## config.mk

```make
export PLATFORM = sky130hd
export DESIGN_NAME = wlan_mac_frame_builder_unit
export DESIGN_NICKNAME = d
export VERILOG_FILES = /design/src/sv/wmfb_pkg.sv /design/src/sv/wlan_mac_frame_builder_unit.sv
export SDC_FILE = /design/constraint.sdc
export NUM_CORES = 1
export LEC_CHECK = 0
export BUFFER_PORTS_ARGS = -buffer_cell sky130_fd_sc_hd__buf_2
export CAP_MARGIN = 20
export CORE_MARGIN = 3
export CORE_UTILIZATION = 45
export DETAILED_ROUTE_END_ITERATION = 8
export GPL_TIMING_DRIVEN = 0
export MAX_ROUTING_LAYER = met4
export SETUP_SLACK_MARGIN = 0.15
export SYNTH_ARGS = -nofsm -noshare
export SYNTH_HDL_FRONTEND = slang
export SYNTH_SLANG_ARGS = --single-unit
```

## constraint.sdc

```tcl
create_clock -name clk -period 3.8 [get_ports clk]
set_input_delay 0.76 -clock clk [delete_from_list [all_inputs] [get_ports clk]]
set_output_delay 0.76 -clock clk [all_outputs]
set_load 0.05 [all_outputs]
```

## src/sv/wmfb_pkg.sv

```systemverilog
`timescale 1ns / 1ps

package wmfb_pkg;

    // Frame kinds held in the kind register
    localparam logic [1:0] KIND_DATA = 2'd0;
    localparam logic [1:0] KIND_MGMT = 2'd1;
    localparam logic [1:0] KIND_ACK  = 2'd2;

    // Configuration register indexes
    localparam logic [2:0] REG_KIND     = 3'd0;
    localparam logic [2:0] REG_DURATION = 3'd1;
    localparam logic [2:0] REG_DEST     = 3'd2;
    localparam logic [2:0] REG_SOURCE   = 3'd3;
    localparam logic [2:0] REG_BSS      = 3'd4;

    localparam int unsigned CFG_INDEX_W = 3;
    localparam int unsigned CFG_DATA_W  = 48;

    // Payload limit per message
    localparam logic [10:0] MAX_PAYLOAD = 11'd1500;

    // CRC-32, reflected form
    localparam logic [31:0] CRC_POLY = 32'hEDB88320;
    localparam logic [31:0] CRC_INIT = 32'hFFFFFFFF;

    // Frame control low bytes
    localparam logic [7:0] FC_DATA = 8'h08;
    localparam logic [7:0] FC_ACK  = 8'hD4;

    // Byte positions inside the header walk
    localparam logic [4:0] POS_FC_HI     = 5'd1;
    localparam logic [4:0] POS_DUR_LO    = 5'd2;
    localparam logic [4:0] POS_DUR_HI    = 5'd3;
    localparam logic [4:0] POS_DEST      = 5'd4;
    localparam logic [4:0] POS_SOURCE    = 5'd10;
    localparam logic [4:0] POS_BSS       = 5'd16;
    localparam logic [4:0] POS_SEQ_LO    = 5'd22;
    localparam logic [4:0] HDR_LAST      = 5'd23;
    localparam logic [4:0] ACK_FCS_START = 5'd10;
    localparam logic [4:0] ACK_LAST      = 5'd13;
    localparam logic [4:0] FCS_LAST      = 5'd3;

    // Outstanding parts of the item being sent
    typedef struct packed {
        logic hdr;
        logic pay;
        logic fcs;
        logic ack;
    } pend_t;

    // Advance the CRC by one byte, one bit per step
    function automatic logic [31:0] crc_feed(input logic [31:0] crc, input logic [7:0] b);
        logic [31:0] c;
        c = crc ^ {24'd0, b};
        for (int i = 0; i < 8; i++) begin
            c = c[0] ? ((c >> 1) ^ CRC_POLY) : (c >> 1);
        end
        return c;
    endfunction

    // Address byte k, most significant byte first
    function automatic logic [7:0] addr_byte(input logic [47:0] addr, input logic [2:0] k);
        logic [7:0] b;
        unique case (k)
            3'd0:    b = addr[47:40];
            3'd1:    b = addr[39:32];
            3'd2:    b = addr[31:24];
            3'd3:    b = addr[23:16];
            3'd4:    b = addr[15:8];
            3'd5:    b = addr[7:0];
            default: b = 8'd0;
        endcase
        return b;
    endfunction

    // FCS byte k, least significant byte first
    function automatic logic [7:0] fcs_byte(input logic [31:0] crc, input logic [1:0] k);
        logic [31:0] f;
        logic [7:0]  b;
        f = ~crc;
        unique case (k)
            2'd0:    b = f[7:0];
            2'd1:    b = f[15:8];
            2'd2:    b = f[23:16];
            default: b = f[31:24];
        endcase
        return b;
    endfunction

    // Header byte at position pos (data header, or the ack prefix)
    function automatic logic [7:0] hdr_byte(
        input logic [4:0]  pos,
        input logic        ack,
        input logic [15:0] dur,
        input logic [47:0] dest,
        input logic [47:0] src,
        input logic [47:0] bss,
        input logic [11:0] seq
    );
        logic [15:0] sc;
        logic [7:0]  b;
        sc = {seq, 4'd0};
        if (pos < POS_FC_HI) begin
            b = ack ? FC_ACK : FC_DATA;
        end
        else if (pos < POS_DUR_LO) begin
            b = 8'd0;
        end
        else if (pos < POS_DUR_HI) begin
            b = dur[7:0];
        end
        else if (pos < POS_DEST) begin
            b = dur[15:8];
        end
        else if (pos < POS_SOURCE) begin
            b = addr_byte(dest, 3'(pos - POS_DEST));
        end
        else if (pos < POS_BSS) begin
            b = addr_byte(src, 3'(pos - POS_SOURCE));
        end
        else if (pos < POS_SEQ_LO) begin
            b = addr_byte(bss, 3'(pos - POS_BSS));
        end
        else if (pos < HDR_LAST) begin
            b = sc[7:0];
        end
        else begin
            b = sc[15:8];
        end
        return b;
    endfunction

endpackage

```

## src/sv/wlan_mac_frame_builder_unit.sv

```systemverilog
`timescale 1ns / 1ps

// 802.11 MAC frame builder. Payload bytes of a message enter on the slave stream with
// first (tuser[1]) and last (tlast) marks; built frame bytes leave on the master stream,
// one byte per transaction, with tlast on the final FCS byte and tuser set there when
// payload beyond 1500 bytes was dropped. In data mode the first item brings a 24-byte
// header, each kept payload byte passes through and the last item appends the CRC-32
// FCS; in ack mode the last item brings a 14-byte ack frame; management mode sends
// nothing. The FCS is 4 bytes. A new input item is taken only once the current item puts
// out its final byte, and an item that causes no bytes does not hold back the next one;
// output stalls hold items back further. A single byte-wide output register carries
// every byte, and the CRC advances by one byte with each header or payload byte sent.
// Write configuration only while the block is idle.
module wlan_mac_frame_builder_unit (
    input  logic                               clk,
    input  logic                               rst_n,
    // Configuration write port
    input  logic                               cfg_we,
    input  logic [wmfb_pkg::CFG_INDEX_W-1:0]   cfg_index,
    input  logic [wmfb_pkg::CFG_DATA_W-1:0]    cfg_data,
    // Input stream
    input  logic                               s_tvalid,
    output logic                               s_tready,
    input  logic [7:0]                         s_tdata,   // [7:0] payload_byte
    input  logic [1:0]                         s_tuser,   // [0] has_byte, [1] first_item
    input  logic                               s_tlast,   // last_item
    // Output stream
    output logic                               m_tvalid,
    input  logic                               m_tready,
    output logic [7:0]                         m_tdata,   // [7:0] out_byte
    output logic                               m_tuser,   // [0] too_long
    output logic                               m_tlast    // frame_end
);

    // Configuration registers
    logic [1:0]  kind_reg;
    logic [15:0] dur_reg;
    logic [47:0] dest_reg;
    logic [47:0] src_reg;
    logic [47:0] bss_reg;

    // Frame state
    logic [11:0] seq_reg, seq_next;
    logic [31:0] crc_reg, crc_next, crc_em;
    logic [31:0] ack_crc_reg, ack_crc_next, ack_crc_em;
    logic [10:0] count_reg, count_next;
    logic        ovf_reg, ovf_next;
    logic        in_frame_reg, in_frame_next;

    // Item being sent
    wmfb_pkg::pend_t pend_reg, pend_next, pend_em, plan;
    logic [4:0]  idx_reg, idx_next, idx_em;
    logic [7:0]  pbyte_reg, pbyte_next;
    logic [11:0] seq_item_reg, seq_item_next;
    logic        flag_reg, flag_next;

    // Output register
    logic        m_valid_reg, m_valid_next;
    logic [7:0]  m_data_reg, m_data_next;
    logic        m_last_reg, m_last_next;
    logic        m_user_reg, m_user_next;

    logic        busy;
    logic        emit;
    logic        accept;
    logic [7:0]  hbyte;
    logic        in_has;
    logic        in_first;
    logic [10:0] acc_count;
    logic        acc_ovf;
    logic        acc_in_frame;
    logic        acc_keep;

    assign in_has   = s_tuser[0];
    assign in_first = s_tuser[1];

    assign busy   = pend_reg.hdr | pend_reg.pay | pend_reg.fcs | pend_reg.ack;
    assign emit   = busy && (!m_valid_reg || m_tready);
    assign hbyte  = wmfb_pkg::hdr_byte(idx_reg, pend_reg.ack, dur_reg, dest_reg, src_reg,
                                       bss_reg, seq_item_reg);

    // Take a new item once the current one puts out its final byte
    assign s_tready = !(pend_em.hdr | pend_em.pay | pend_em.fcs | pend_em.ack);
    assign accept   = s_tvalid && s_tready;

    assign m_tvalid = m_valid_reg;
    assign m_tdata  = m_data_reg;
    assign m_tlast  = m_last_reg;
    assign m_tuser  = m_user_reg;

    // Send one byte of the current item
    always_comb
    begin
        pend_em      = pend_reg;
        idx_em       = idx_reg;
        crc_em       = crc_reg;
        ack_crc_em   = ack_crc_reg;
        m_valid_next = m_valid_reg && !m_tready;
        m_data_next  = m_data_reg;
        m_last_next  = m_last_reg;
        m_user_next  = m_user_reg;
        if (emit)
        begin
            m_valid_next = 1'b1;
            m_last_next  = 1'b0;
            m_user_next  = 1'b0;
            priority if (pend_reg.ack)
            begin
                if (idx_reg < wmfb_pkg::ACK_FCS_START)
                begin
                    m_data_next = hbyte;
                    ack_crc_em  = wmfb_pkg::crc_feed(ack_crc_reg, hbyte);
                end
                else
                begin
                    m_data_next = wmfb_pkg::fcs_byte(ack_crc_reg,
                                                     2'(idx_reg - wmfb_pkg::ACK_FCS_START));
                end
                if (idx_reg == wmfb_pkg::ACK_LAST)
                begin
                    pend_em.ack = 1'b0;
                    idx_em      = 5'd0;
                    m_last_next = 1'b1;
                    m_user_next = flag_reg;
                end
                else
                begin
                    idx_em = idx_reg + 5'd1;
                end
            end
            else if (pend_reg.hdr)
            begin
                m_data_next = hbyte;
                crc_em      = wmfb_pkg::crc_feed(crc_reg, hbyte);
                if (idx_reg == wmfb_pkg::HDR_LAST)
                begin
                    pend_em.hdr = 1'b0;
                    idx_em      = 5'd0;
                end
                else
                begin
                    idx_em = idx_reg + 5'd1;
                end
            end
            else if (pend_reg.pay)
            begin
                m_data_next = pbyte_reg;
                crc_em      = wmfb_pkg::crc_feed(crc_reg, pbyte_reg);
                pend_em.pay = 1'b0;
            end
            else
            begin
                m_data_next = wmfb_pkg::fcs_byte(crc_reg, idx_reg[1:0]);
                if (idx_reg == wmfb_pkg::FCS_LAST)
                begin
                    pend_em.fcs = 1'b0;
                    idx_em      = 5'd0;
                    crc_em      = wmfb_pkg::CRC_INIT;
                    m_last_next = 1'b1;
                    m_user_next = flag_reg;
                end
                else
                begin
                    idx_em = idx_reg + 5'd1;
                end
            end
        end
    end

    // Decide what a newly taken item sends and update the message state
    always_comb
    begin
        pend_next     = pend_em;
        idx_next      = idx_em;
        crc_next      = crc_em;
        ack_crc_next  = ack_crc_em;
        seq_next      = seq_reg;
        count_next    = count_reg;
        ovf_next      = ovf_reg;
        in_frame_next = in_frame_reg;
        pbyte_next    = pbyte_reg;
        seq_item_next = seq_item_reg;
        flag_next     = flag_reg;
        acc_count     = count_reg;
        acc_ovf       = ovf_reg;
        acc_in_frame  = in_frame_reg;
        acc_keep      = 1'b0;
        plan          = '0;
        if (accept)
        begin
            // Restart the message on a first mark
            if (in_first)
            begin
                acc_count    = 11'd0;
                acc_ovf      = 1'b0;
                acc_in_frame = 1'b0;
                crc_next     = wmfb_pkg::CRC_INIT;
            end
            // Count the byte, drop it beyond the limit
            if (in_has)
            begin
                if (acc_count < wmfb_pkg::MAX_PAYLOAD)
                begin
                    acc_count = acc_count + 11'd1;
                    acc_keep  = 1'b1;
                end
                else
                begin
                    acc_ovf = 1'b1;
                end
            end
            if (kind_reg == wmfb_pkg::KIND_DATA)
            begin
                if (in_first)
                begin
                    seq_item_next = seq_reg;
                    seq_next      = seq_reg + 12'd1;
                    acc_in_frame  = 1'b1;
                    plan.hdr      = 1'b1;
                end
                plan.pay = acc_in_frame && acc_keep;
                if (acc_in_frame && s_tlast)
                begin
                    plan.fcs     = 1'b1;
                    acc_in_frame = 1'b0;
                end
            end
            else if (kind_reg == wmfb_pkg::KIND_ACK)
            begin
                if (s_tlast)
                begin
                    plan.ack     = 1'b1;
                    acc_in_frame = 1'b0;
                    ack_crc_next = wmfb_pkg::CRC_INIT;
                end
            end
            else
            begin
                if (s_tlast)
                begin
                    acc_in_frame = 1'b0;
                end
            end
            pend_next     = plan;
            idx_next      = 5'd0;
            pbyte_next    = s_tdata;
            flag_next     = acc_ovf;
            count_next    = acc_count;
            ovf_next      = acc_ovf;
            in_frame_next = acc_in_frame;
        end
    end

    // Configuration writes
    always_ff @(posedge clk or negedge rst_n)
    begin
        if (!rst_n)
        begin
            kind_reg <= wmfb_pkg::KIND_DATA;
            dur_reg  <= '0;
            dest_reg <= '0;
            src_reg  <= '0;
            bss_reg  <= '0;
        end
        else if (cfg_we)
        begin
            unique case (cfg_index)
                wmfb_pkg::REG_KIND:     kind_reg <= cfg_data[1:0];
                wmfb_pkg::REG_DURATION: dur_reg  <= cfg_data[15:0];
                wmfb_pkg::REG_DEST:     dest_reg <= cfg_data;
                wmfb_pkg::REG_SOURCE:   src_reg  <= cfg_data;
                wmfb_pkg::REG_BSS:      bss_reg  <= cfg_data;
                default:                ;
            endcase
        end
    end

    // Control and frame state
    always_ff @(posedge clk or negedge rst_n)
    begin
        if (!rst_n)
        begin
            seq_reg      <= '0;
            crc_reg      <= wmfb_pkg::CRC_INIT;
            ack_crc_reg  <= wmfb_pkg::CRC_INIT;
            count_reg    <= '0;
            ovf_reg      <= 1'b0;
            in_frame_reg <= 1'b0;
            pend_reg     <= '0;
            idx_reg      <= '0;
            m_valid_reg  <= 1'b0;
        end
        else
        begin
            seq_reg      <= seq_next;
            crc_reg      <= crc_next;
            ack_crc_reg  <= ack_crc_next;
            count_reg    <= count_next;
            ovf_reg      <= ovf_next;
            in_frame_reg <= in_frame_next;
            pend_reg     <= pend_next;
            idx_reg      <= idx_next;
            m_valid_reg  <= m_valid_next;
        end
    end

    // Registers without reset: payload, item state and output data
    always_ff @(posedge clk)
    begin
        pbyte_reg    <= pbyte_next;
        seq_item_reg <= seq_item_next;
        flag_reg     <= flag_next;
        m_data_reg   <= m_data_next;
        m_last_reg   <= m_last_next;
        m_user_reg   <= m_user_next;
    end

endmodule

```

==> flow_results.xml, run 1 <==
<?xml version="1.0" encoding="UTF-8"?>
<metrics>
  <group name="status">
    <metric name="status" unit="">finished with violations</metric>
    <metric name="failed_checks" unit="">setup timing</metric>
  </group>
  <group name="floorplan">
    <metric name="die_height" unit="um">197.2</metric>
    <metric name="placeableCoreArea" unit="um^2">35830</metric>
    <metric name="floorplan.die.width" unit="um">197.2</metric>
    <metric name="pin_count" unit="">79</metric>
    <metric name="std_cell_rows" unit="">69</metric>
    <metric name="start_util" unit="">0.4592</metric>
    <metric name="floorplan.die_area" unit="um^2">38890</metric>
  </group>
  <group name="clock_tree">
    <metric name="number_of_buffers_inserted_during_clock_tree_synthesis" unit="">35</metric>
    <metric name="worst_skew_pair.late_latency" unit="ns">0.55</metric>
    <metric name="cts_tree" unit="">yes</metric>
    <metric name="clkSinkCount" unit="">292</metric>
    <metric name="number_of_buffers_inserted_by_hold_repair_at_cts" unit="">0</metric>
    <metric name="h-tree-depth" unit="">2</metric>
    <metric name="clock-root-buffer" unit="">sky130_fd_sc_hd__clkbuf_16</metric>
    <metric name="cts.path.max_buffers" unit="">3</metric>
    <metric name="clkTransAtPathRegs" unit="ns">0.06</metric>
  </group>
  <group name="critical_path">
    <metric name="setup_cp_type" unit="">register to register</metric>
    <metric name="flop2flop_setup_slack" unit="ns">-0.03</metric>
    <metric name="cp_data_required_time" unit="ns">4.26</metric>
    <metric name="nature_of_the_critical_path_startpoint" unit="">register</metric>
    <metric name="critical_path.reg2reg.endpoint" unit="">ack_crc_reg[21]</metric>
    <metric name="r2r_cells" unit="">19</metric>
    <metric name="worstPathArrival" unit="ns">4.29</metric>
    <metric name="timing_startpoint_of_the_critical_path" unit="">idx_reg[0]</metric>
    <metric name="critPathCaptureType" unit="">register</metric>
    <metric name="crit_path_max_fanout" unit="">6</metric>
    <metric name="crit-reg2reg-launch" unit="">idx_reg[0]</metric>
  </group>
  <group name="logic_synthesis">
    <metric name="async_reset_ff_frac" unit="">0.8938</metric>
    <metric name="synth.avg_cell_area" unit="um^2">11.01</metric>
    <metric name="synth.largest_area_cell" unit="">sky130_fd_sc_hd__dfrtp_1</metric>
    <metric name="ys.warnings.count" unit="">0</metric>
    <metric name="top_cell_type_s_share_of_synthesized_area" unit="">0.2996</metric>
    <metric name="synth.yosys.seq_area_share" unit="">0.4584</metric>
    <metric name="synth.most_common_cell" unit="">sky130_fd_sc_hd__dfrtp_1</metric>
    <metric name="syn_area" unit="um^2">16450</metric>
    <metric name="synth.cells.most_frequent" unit="">sky130_fd_sc_hd__dfrtp_1 (197), sky130_fd_sc_hd__mux2_2 (165), sky130_fd_sc_hd__xnor2_1 (155)</metric>
    <metric name="synthDistinctLibCells" unit="">83</metric>
    <metric name="synth-edff-count" unit="">31</metric>
    <metric name="syn_inst" unit="">1494</metric>
    <metric name="syn-num-nets" unit="">1577</metric>
    <metric name="synth_ff_type" unit="">sky130_fd_sc_hd__dfrtp_1</metric>
    <metric name="yosys_register_bits" unit="">292</metric>
    <metric name="synth_top_cells_by_area" unit="">sky130_fd_sc_hd__dfrtp_1 (30%), sky130_fd_sc_hd__mux2_2 (11%), sky130_fd_sc_hd__dfstp_2 (10%), sky130_fd_sc_hd__xnor2_1 (8.3%), sky130_fd_sc_hd__edfxtp_1 (5.7%)</metric>
  </group>
  <group name="sta">
    <metric name="maxSlewHeadroom" unit="">0.2084</metric>
    <metric name="layout_worst_path_cycle_share" unit="">1.008</metric>
    <metric name="finalSetupViolations" unit="">3</metric>
    <metric name="whs" unit="ns">0.2338</metric>
    <metric name="worst_pin_slew" unit="ns">1.177</metric>
    <metric name="rsz0062_at_grt" unit="">yes</metric>
    <metric name="timing.clock.skew" unit="ns">0.02204</metric>
    <metric name="slew_violations" unit="">0</metric>
    <metric name="fmaxAchievable" unit="MHz">261.0</metric>
    <metric name="hold_viol_final" unit="">0</metric>
    <metric name="final_period_minus_worst_setup_slack" unit="ns">3.831</metric>
    <metric name="fin_ws" unit="ns">-0.03111</metric>
  </group>
  <group name="cells_and_area">
    <metric name="layout.area.seq" unit="um^2">7545</metric>
    <metric name="area_growth" unit="%">27.25</metric>
    <metric name="drive_gt1_frac" unit="">0.3725</metric>
    <metric name="n_fill_cell" unit="">2964</metric>
    <metric name="area_used_by_multi_input_combinational_logic" unit="um^2">9434</metric>
    <metric name="fin_util" unit="">0.5844</metric>
    <metric name="fin_nets" unit="">1811</metric>
  </group>
  <group name="routing">
    <metric name="routedWlPerCell" unit="um">26.02</metric>
    <metric name="first_pass_iters" unit="">5</metric>
    <metric name="routed-wl-met2" unit="um">27360</metric>
    <metric name="detail-route-antenna-nets" unit="">0</metric>
    <metric name="starting_drc_count_in_detailed_routing" unit="">1266</metric>
    <metric name="via_to_cell_ratio" unit="">6.193</metric>
    <metric name="postRouteWirelength" unit="um">57640</metric>
    <metric name="topRoutingLayerUsed" unit="">met4</metric>
    <metric name="met3_length" unit="um">3978</metric>
    <metric name="sum_of_routed_wire_segments_on_met1" unit="um">23700</metric>
    <metric name="route.detailed.drc" unit="">0</metric>
    <metric name="route.vias.total" unit="">13720</metric>
  </group>
  <group name="worst_hold_path">
    <metric name="min_path_type" unit="">input port to asynchronous set/reset pin</metric>
  </group>
  <group name="placed_design">
    <metric name="globalplace.congestion" unit="">0.9526</metric>
    <metric name="placement.setup.worst_slack" unit="ns">-1.441</metric>
    <metric name="placement.io_buffers" unit="">78</metric>
    <metric name="place_hpwl" unit="um">39200</metric>
  </group>
  <group name="flow_run">
    <metric name="maxCapViolations" unit="">0</metric>
  </group>
  <group name="grt">
    <metric name="groute.usage.overall" unit="">0.2988</metric>
    <metric name="grt_pass1_vias" unit="">13500</metric>
    <metric name="grt_first_pass_wirelength" unit="um">85460</metric>
    <metric name="number_of_antenna_violations_at_the_first_check_in_global_routing" unit="">1</metric>
    <metric name="grt_max_degree" unit="">114</metric>
    <metric name="grt_overflow_total" unit="">0</metric>
  </group>
</metrics>
[critical path, stage by stage (launching register included)]
cell,delay (ns)
sky130_fd_sc_hd__dfrtp_2,0.43
sky130_fd_sc_hd__buf_6,0.12
sky130_fd_sc_hd__buf_6,0.10
sky130_fd_sc_hd__inv_4,0.04
sky130_fd_sc_hd__ha_4,0.16
sky130_fd_sc_hd__buf_8,0.14
sky130_fd_sc_hd__buf_8,0.14
sky130_fd_sc_hd__buf_6,0.11
sky130_fd_sc_hd__a222oi_1,0.52
sky130_fd_sc_hd__o211ai_2,0.18
sky130_fd_sc_hd__buf_4,0.17
sky130_fd_sc_hd__a211oi_4,0.25
sky130_fd_sc_hd__buf_4,0.17
sky130_fd_sc_hd__nor2b_4,0.05
sky130_fd_sc_hd__xnor2_4,0.23
sky130_fd_sc_hd__buf_12,0.15
sky130_fd_sc_hd__xor2_4,0.25
sky130_fd_sc_hd__xor2_4,0.25
sky130_fd_sc_hd__xnor2_1,0.11
sky130_fd_sc_hd__o211ai_1,0.18
[worst max-delay path by stage]
| stage | end | slack [ns] | cells past startpoint |
|---|---|---|---|
| after floorplan | ack_crc_reg[19] | 0.16 | 15 |
| after global placement | bss_reg[41] | -3.06 | 1 |
| after detailed placement | ack_crc_reg[19] | -1.44 | 13 |
| after CTS | ack_crc_reg[19] | 0.002 | 16 |
| after global routing | ack_crc_reg[24] | -0.14 | 19 |
| final | ack_crc_reg[21] | -0.03 | 19 |
[area by class of cell]
class | instances | area share
diodes | 1 | 0.0001195
plain buffers | 95 | 0.02725
clock buffers | 46 | 0.04620
clock inverters | 16 | 0.008128
inverters | 27 | 0.005797
multi-input cells | 1081 | 0.4506
flip-flops and latches | 292 | 0.3604
well taps | 461 | 0.02755
repair buffers | 196 | 0.07399
[repair_timing]
item / in CTS / in global routing
endpoints found under the setup margin: 124 / 53
pin swaps: 43 / 82
hold endpoints to repair: 0 / 0
gates cloned: 1 / 0
setup buffers: 71 / 44
resized for setup: 143 / 92
[placed cells by master, fill, tap and decap left out, drive strengths merged, types with 59 or more instances in the layout]
cell,count
mux2,166
nor2,79
dfstp,64
a21oi,59
dfrtp,197
xnor2,160
nand2,92
buf,229
clkbuf,108
xor2,60
[logic make-up after synthesis]
group	Yosys count	synth area share
AO/OA/AOI/OAI	354	0.1535
AND/OR/NAND/NOR	304	0.09019
flip-flops	292	0.4584
XOR/XNOR	225	0.1287
multiplexers	181	0.1227
buffers and inverters	122	0.03422
adder cells (fa/ha/maj)	16	0.01217
[per-stage QoR]
stage	instance area [um^2]	std cells	TNS [ns]
6_report	20940	2215	-0.05814
5_1_grt	20940	2215	-0.8454
4_1_cts	20060	2169	0
3_5_place_dp	17510	2035	-72.51
3_3_place_gp	17440	2033	-753.24
2_1_floorplan	16480	1494	0
[per-layer routing]
metal | GRT usage | vias to the layer above
met4 | 0.1291 | 0
met5 | - | -
met2 | 0.4620 | 648
li1 | - | 5926
met3 | 0.04230 | 150
met1 | 0.3960 | 6994
Power of run 1 is not shown: default switching activity piles up to over one toggle a cycle in this logic, so the estimate is an artifact.
==> inputs of run 2 (changes only) <==
--- a/config.mk
+++ b/config.mk
@@ -7,7 +7,7 @@
 export LEC_CHECK = 0
 export BUFFER_PORTS_ARGS = -buffer_cell sky130_fd_sc_hd__buf_2
 export CAP_MARGIN = 20
-export CORE_MARGIN = 3
+export CORE_MARGIN = 5
 export CORE_UTILIZATION = 45
 export DETAILED_ROUTE_END_ITERATION = 8
 export GPL_TIMING_DRIVEN = 0
==> constraint.sdc (replaced) <==
create_clock -name clk -period 3.8 [get_ports clk]
set_input_delay 0.57 -clock clk [delete_from_list [all_inputs] [get_ports clk]]
set_output_delay 0.57 -clock clk [all_outputs]
set_load 0.05 [all_outputs]
==> flow_results.xml, run 2 (synthesis gave the netlist of run 1 again) <==
<?xml version="1.0" encoding="UTF-8"?>
<metrics>
  <group name="floorplan">
    <metric name="floorplan.die_area" unit="um^2">40490</metric>
    <metric name="die_height" unit="um">201.2</metric>
    <metric name="floorplan.die.width" unit="um">201.2</metric>
    <metric name="std_cell_rows" unit="">70</metric>
    <metric name="pin_count" unit="">79</metric>
    <metric name="placeableCoreArea" unit="um^2">36350</metric>
    <metric name="start_util" unit="">0.4527</metric>
  </group>
  <group name="cells_and_area">
    <metric name="top_library_cells_by_usage_in_the_layout_fill_and_taps_aside" unit="">sky130_fd_sc_hd__dfrtp_1 (195), sky130_fd_sc_hd__mux2_2 (165), sky130_fd_sc_hd__xnor2_1 (135), sky130_fd_sc_hd__nand2_1 (92), sky130_fd_sc_hd__buf_4 (85)</metric>
    <metric name="fin_nets" unit="">1795</metric>
    <metric name="area_growth" unit="%">24.98</metric>
    <metric name="drive_gt1_frac" unit="">0.3531</metric>
    <metric name="layout_commonest_cell" unit="">sky130_fd_sc_hd__dfrtp_1</metric>
    <metric name="n_fill_cell" unit="">3106</metric>
    <metric name="antenna_cells" unit="">0</metric>
  </group>
  <group name="sta">
    <metric name="fmaxAchievable" unit="MHz">271.4</metric>
    <metric name="slew_violations" unit="">0</metric>
    <metric name="layout_worst_path_cycle_share" unit="">0.9696</metric>
    <metric name="finalSetupViolations" unit="">0</metric>
    <metric name="maxSlewHeadroom" unit="">0.2737</metric>
    <metric name="fin_ws" unit="ns">0.1156</metric>
    <metric name="final_period_minus_worst_setup_slack" unit="ns">3.684</metric>
    <metric name="timing.clock.skew" unit="ns">0.01458</metric>
    <metric name="rsz0062_at_grt" unit="">yes</metric>
    <metric name="hold_viol_final" unit="">0</metric>
    <metric name="worst_pin_slew" unit="ns">1.081</metric>
  </group>
  <group name="critical_path">
    <metric name="cp_slowest_cell" unit="">sky130_fd_sc_hd__dfrtp_2</metric>
    <metric name="crit_path_cell_trace" unit="">buf_6 &gt; inv_2 &gt; ha_4 &gt; buf_4 &gt; buf_12 &gt; nand2_1 &gt; and4_1 &gt; or3_1 &gt; o211ai_1 &gt; a21oi_4 &gt; buf_12 &gt; xnor2_4 &gt; xnor2_4 &gt; xnor3_1 &gt; a211oi_1 &gt; a31oi_1</metric>
    <metric name="critPathCaptureType" unit="">register</metric>
    <metric name="setup_cp_type" unit="">register to register</metric>
    <metric name="critical_path.n_buffers_inverters" unit="">5</metric>
    <metric name="crit_path_max_fanout" unit="">4</metric>
    <metric name="worstPathArrival" unit="ns">4.12</metric>
    <metric name="nature_of_the_critical_path_startpoint" unit="">register</metric>
    <metric name="cp_data_required_time" unit="ns">4.24</metric>
    <metric name="largest_incremental_delay_on_the_critical_path" unit="ns">0.45</metric>
    <metric name="cpLargestDelayFamily" unit="">XOR/XNOR gates</metric>
  </group>
  <group name="clock_tree">
    <metric name="cts_tree" unit="">yes</metric>
    <metric name="cts.path.max_buffers" unit="">3</metric>
    <metric name="clkTransAtPathRegs" unit="ns">0.06</metric>
    <metric name="clock-root-buffer" unit="">sky130_fd_sc_hd__clkbuf_16</metric>
    <metric name="number_of_buffers_inserted_during_clock_tree_synthesis" unit="">35</metric>
    <metric name="h-tree-depth" unit="">2</metric>
    <metric name="clkSinkCount" unit="">292</metric>
    <metric name="worst_skew_pair.late_latency" unit="ns">0.54</metric>
  </group>
  <group name="grt">
    <metric name="grt_overflow_total" unit="">0</metric>
    <metric name="groute.usage.overall" unit="">0.2828</metric>
    <metric name="number_of_antenna_violations_at_the_first_check_in_global_routing" unit="">0</metric>
    <metric name="grt_max_degree" unit="">90</metric>
    <metric name="grt_pass1_vias" unit="">13440</metric>
    <metric name="grt_first_pass_wirelength" unit="um">85700</metric>
  </group>
  <group name="placed_design">
    <metric name="placement.io_buffers" unit="">78</metric>
    <metric name="place_hpwl" unit="um">39430</metric>
    <metric name="placement.setup.worst_slack" unit="ns">-1.507</metric>
    <metric name="globalplace.congestion" unit="">0.9522</metric>
  </group>
  <group name="routing">
    <metric name="starting_drc_count_in_detailed_routing" unit="">1071</metric>
    <metric name="detail-route-antenna-nets" unit="">0</metric>
    <metric name="via_to_cell_ratio" unit="">6.131</metric>
    <metric name="first_pass_iters" unit="">6</metric>
    <metric name="route.detailed.drc" unit="">0</metric>
    <metric name="postRouteWirelength" unit="um">57680</metric>
    <metric name="routedWlPerCell" unit="um">26.17</metric>
    <metric name="route.vias.total" unit="">13510</metric>
  </group>
  <group name="worst_hold_path">
    <metric name="min_path_type" unit="">input port to asynchronous set/reset pin</metric>
  </group>
  <group name="flow_run">
    <metric name="maxCapViolations" unit="">0</metric>
  </group>
  <group name="status">
    <metric name="status" unit="">finished, final reports clean</metric>
  </group>
</metrics>
run 2: cell types whose count changed in the layout (fill, tap and decap cells not counted), moves of 5 or more:
cell,before,now
sky130_fd_sc_hd__buf_6,34,18
sky130_fd_sc_hd__clkinvlp_4,6,1
sky130_fd_sc_hd__a211oi_1,28,33
sky130_fd_sc_hd__xor2_1,42,48
sky130_fd_sc_hd__xnor2_1,125,135
sky130_fd_sc_hd__a211oi_2,7,2
sky130_fd_sc_hd__clkbuf_1,60,68
sky130_fd_sc_hd__xnor2_2,13,7
sky130_fd_sc_hd__o21ai_0,35,40
run 2: worst register-to-register path, delay by kind of cell, from the launching register on:
kind	cells	cell delay, ns
xor gates and xnor gates	3	0.91
AOI/OAI and AO/OA	4	0.79
buffers and inverters	5	0.70
and+or+nand+nor	3	0.57
DFF	1	0.45
adders and majority gates	1	0.18
run 2: final cells by class:
class	instances	area, um^2	area share
clock buffers	52	989.7	0.04813
well taps	468	585.6	0.02848
multi-input cells	1081	9261	0.4504
flip-flops and latches	292	7545	0.3669
plain buffers	95	575.6	0.02799
inverters	27	115.1	0.005598
repair buffers	180	1384	0.06730
clock inverters	9	107.6	0.005233
run 2: path summary, 6_finish.rpt:
path	start	end	slack, ns	cells past startpoint
min in group clk	s_tdata[0]	pbyte_reg[0]	0.21	1
worst max register to register	idx_reg[0]	crc_reg[17]	0.12	16
worst min register to register	seq_reg[11]	seq_reg[11]	0.48	1
max in group asynchronous	rst_n	dest_reg[25]	2.81	2
worst min-delay path	rst_n	count_reg[0]	0.06	1
worst max-delay path	idx_reg[0]	crc_reg[17]	0.12	16
run 2: per-layer routing:
layer	vias up	GRT usage	part of all wire
li1	5892	-	-
met1	6823	0.3639	0.41
met2	610	0.4461	0.47
met3	188	0.04384	0.065
met4	0	0.1252	0.055
met5	-	-	0
run 2: what timing repair did:
action | CTS | global route
pin swaps | 36 | 39
hold buffers | 0 | 0
endpoints found under the setup margin | 122 | 52
resized for setup | 132 | 55
buffers inserted | 68 | 29
gates cloned | 2 | 1
run 2: per-stage QoR:
step                      TNS (ns)  std cells    util  instance area [um^2]  hold slack (ns)
after floorplan                  0       1494       -                 16480           0.2744
after global placement     -709.30       2040  0.4801                 17450           0.4648
after detailed placement    -82.09       2042  0.4819                 17520           0.4720
after CTS                        0       2173  0.5506                 20010          0.08628
after global routing             0       2204  0.5657                 20560           0.1137
final                            0       2204  0.5657                 20560          0.06107
Power of run 2 is left out for the same reason.
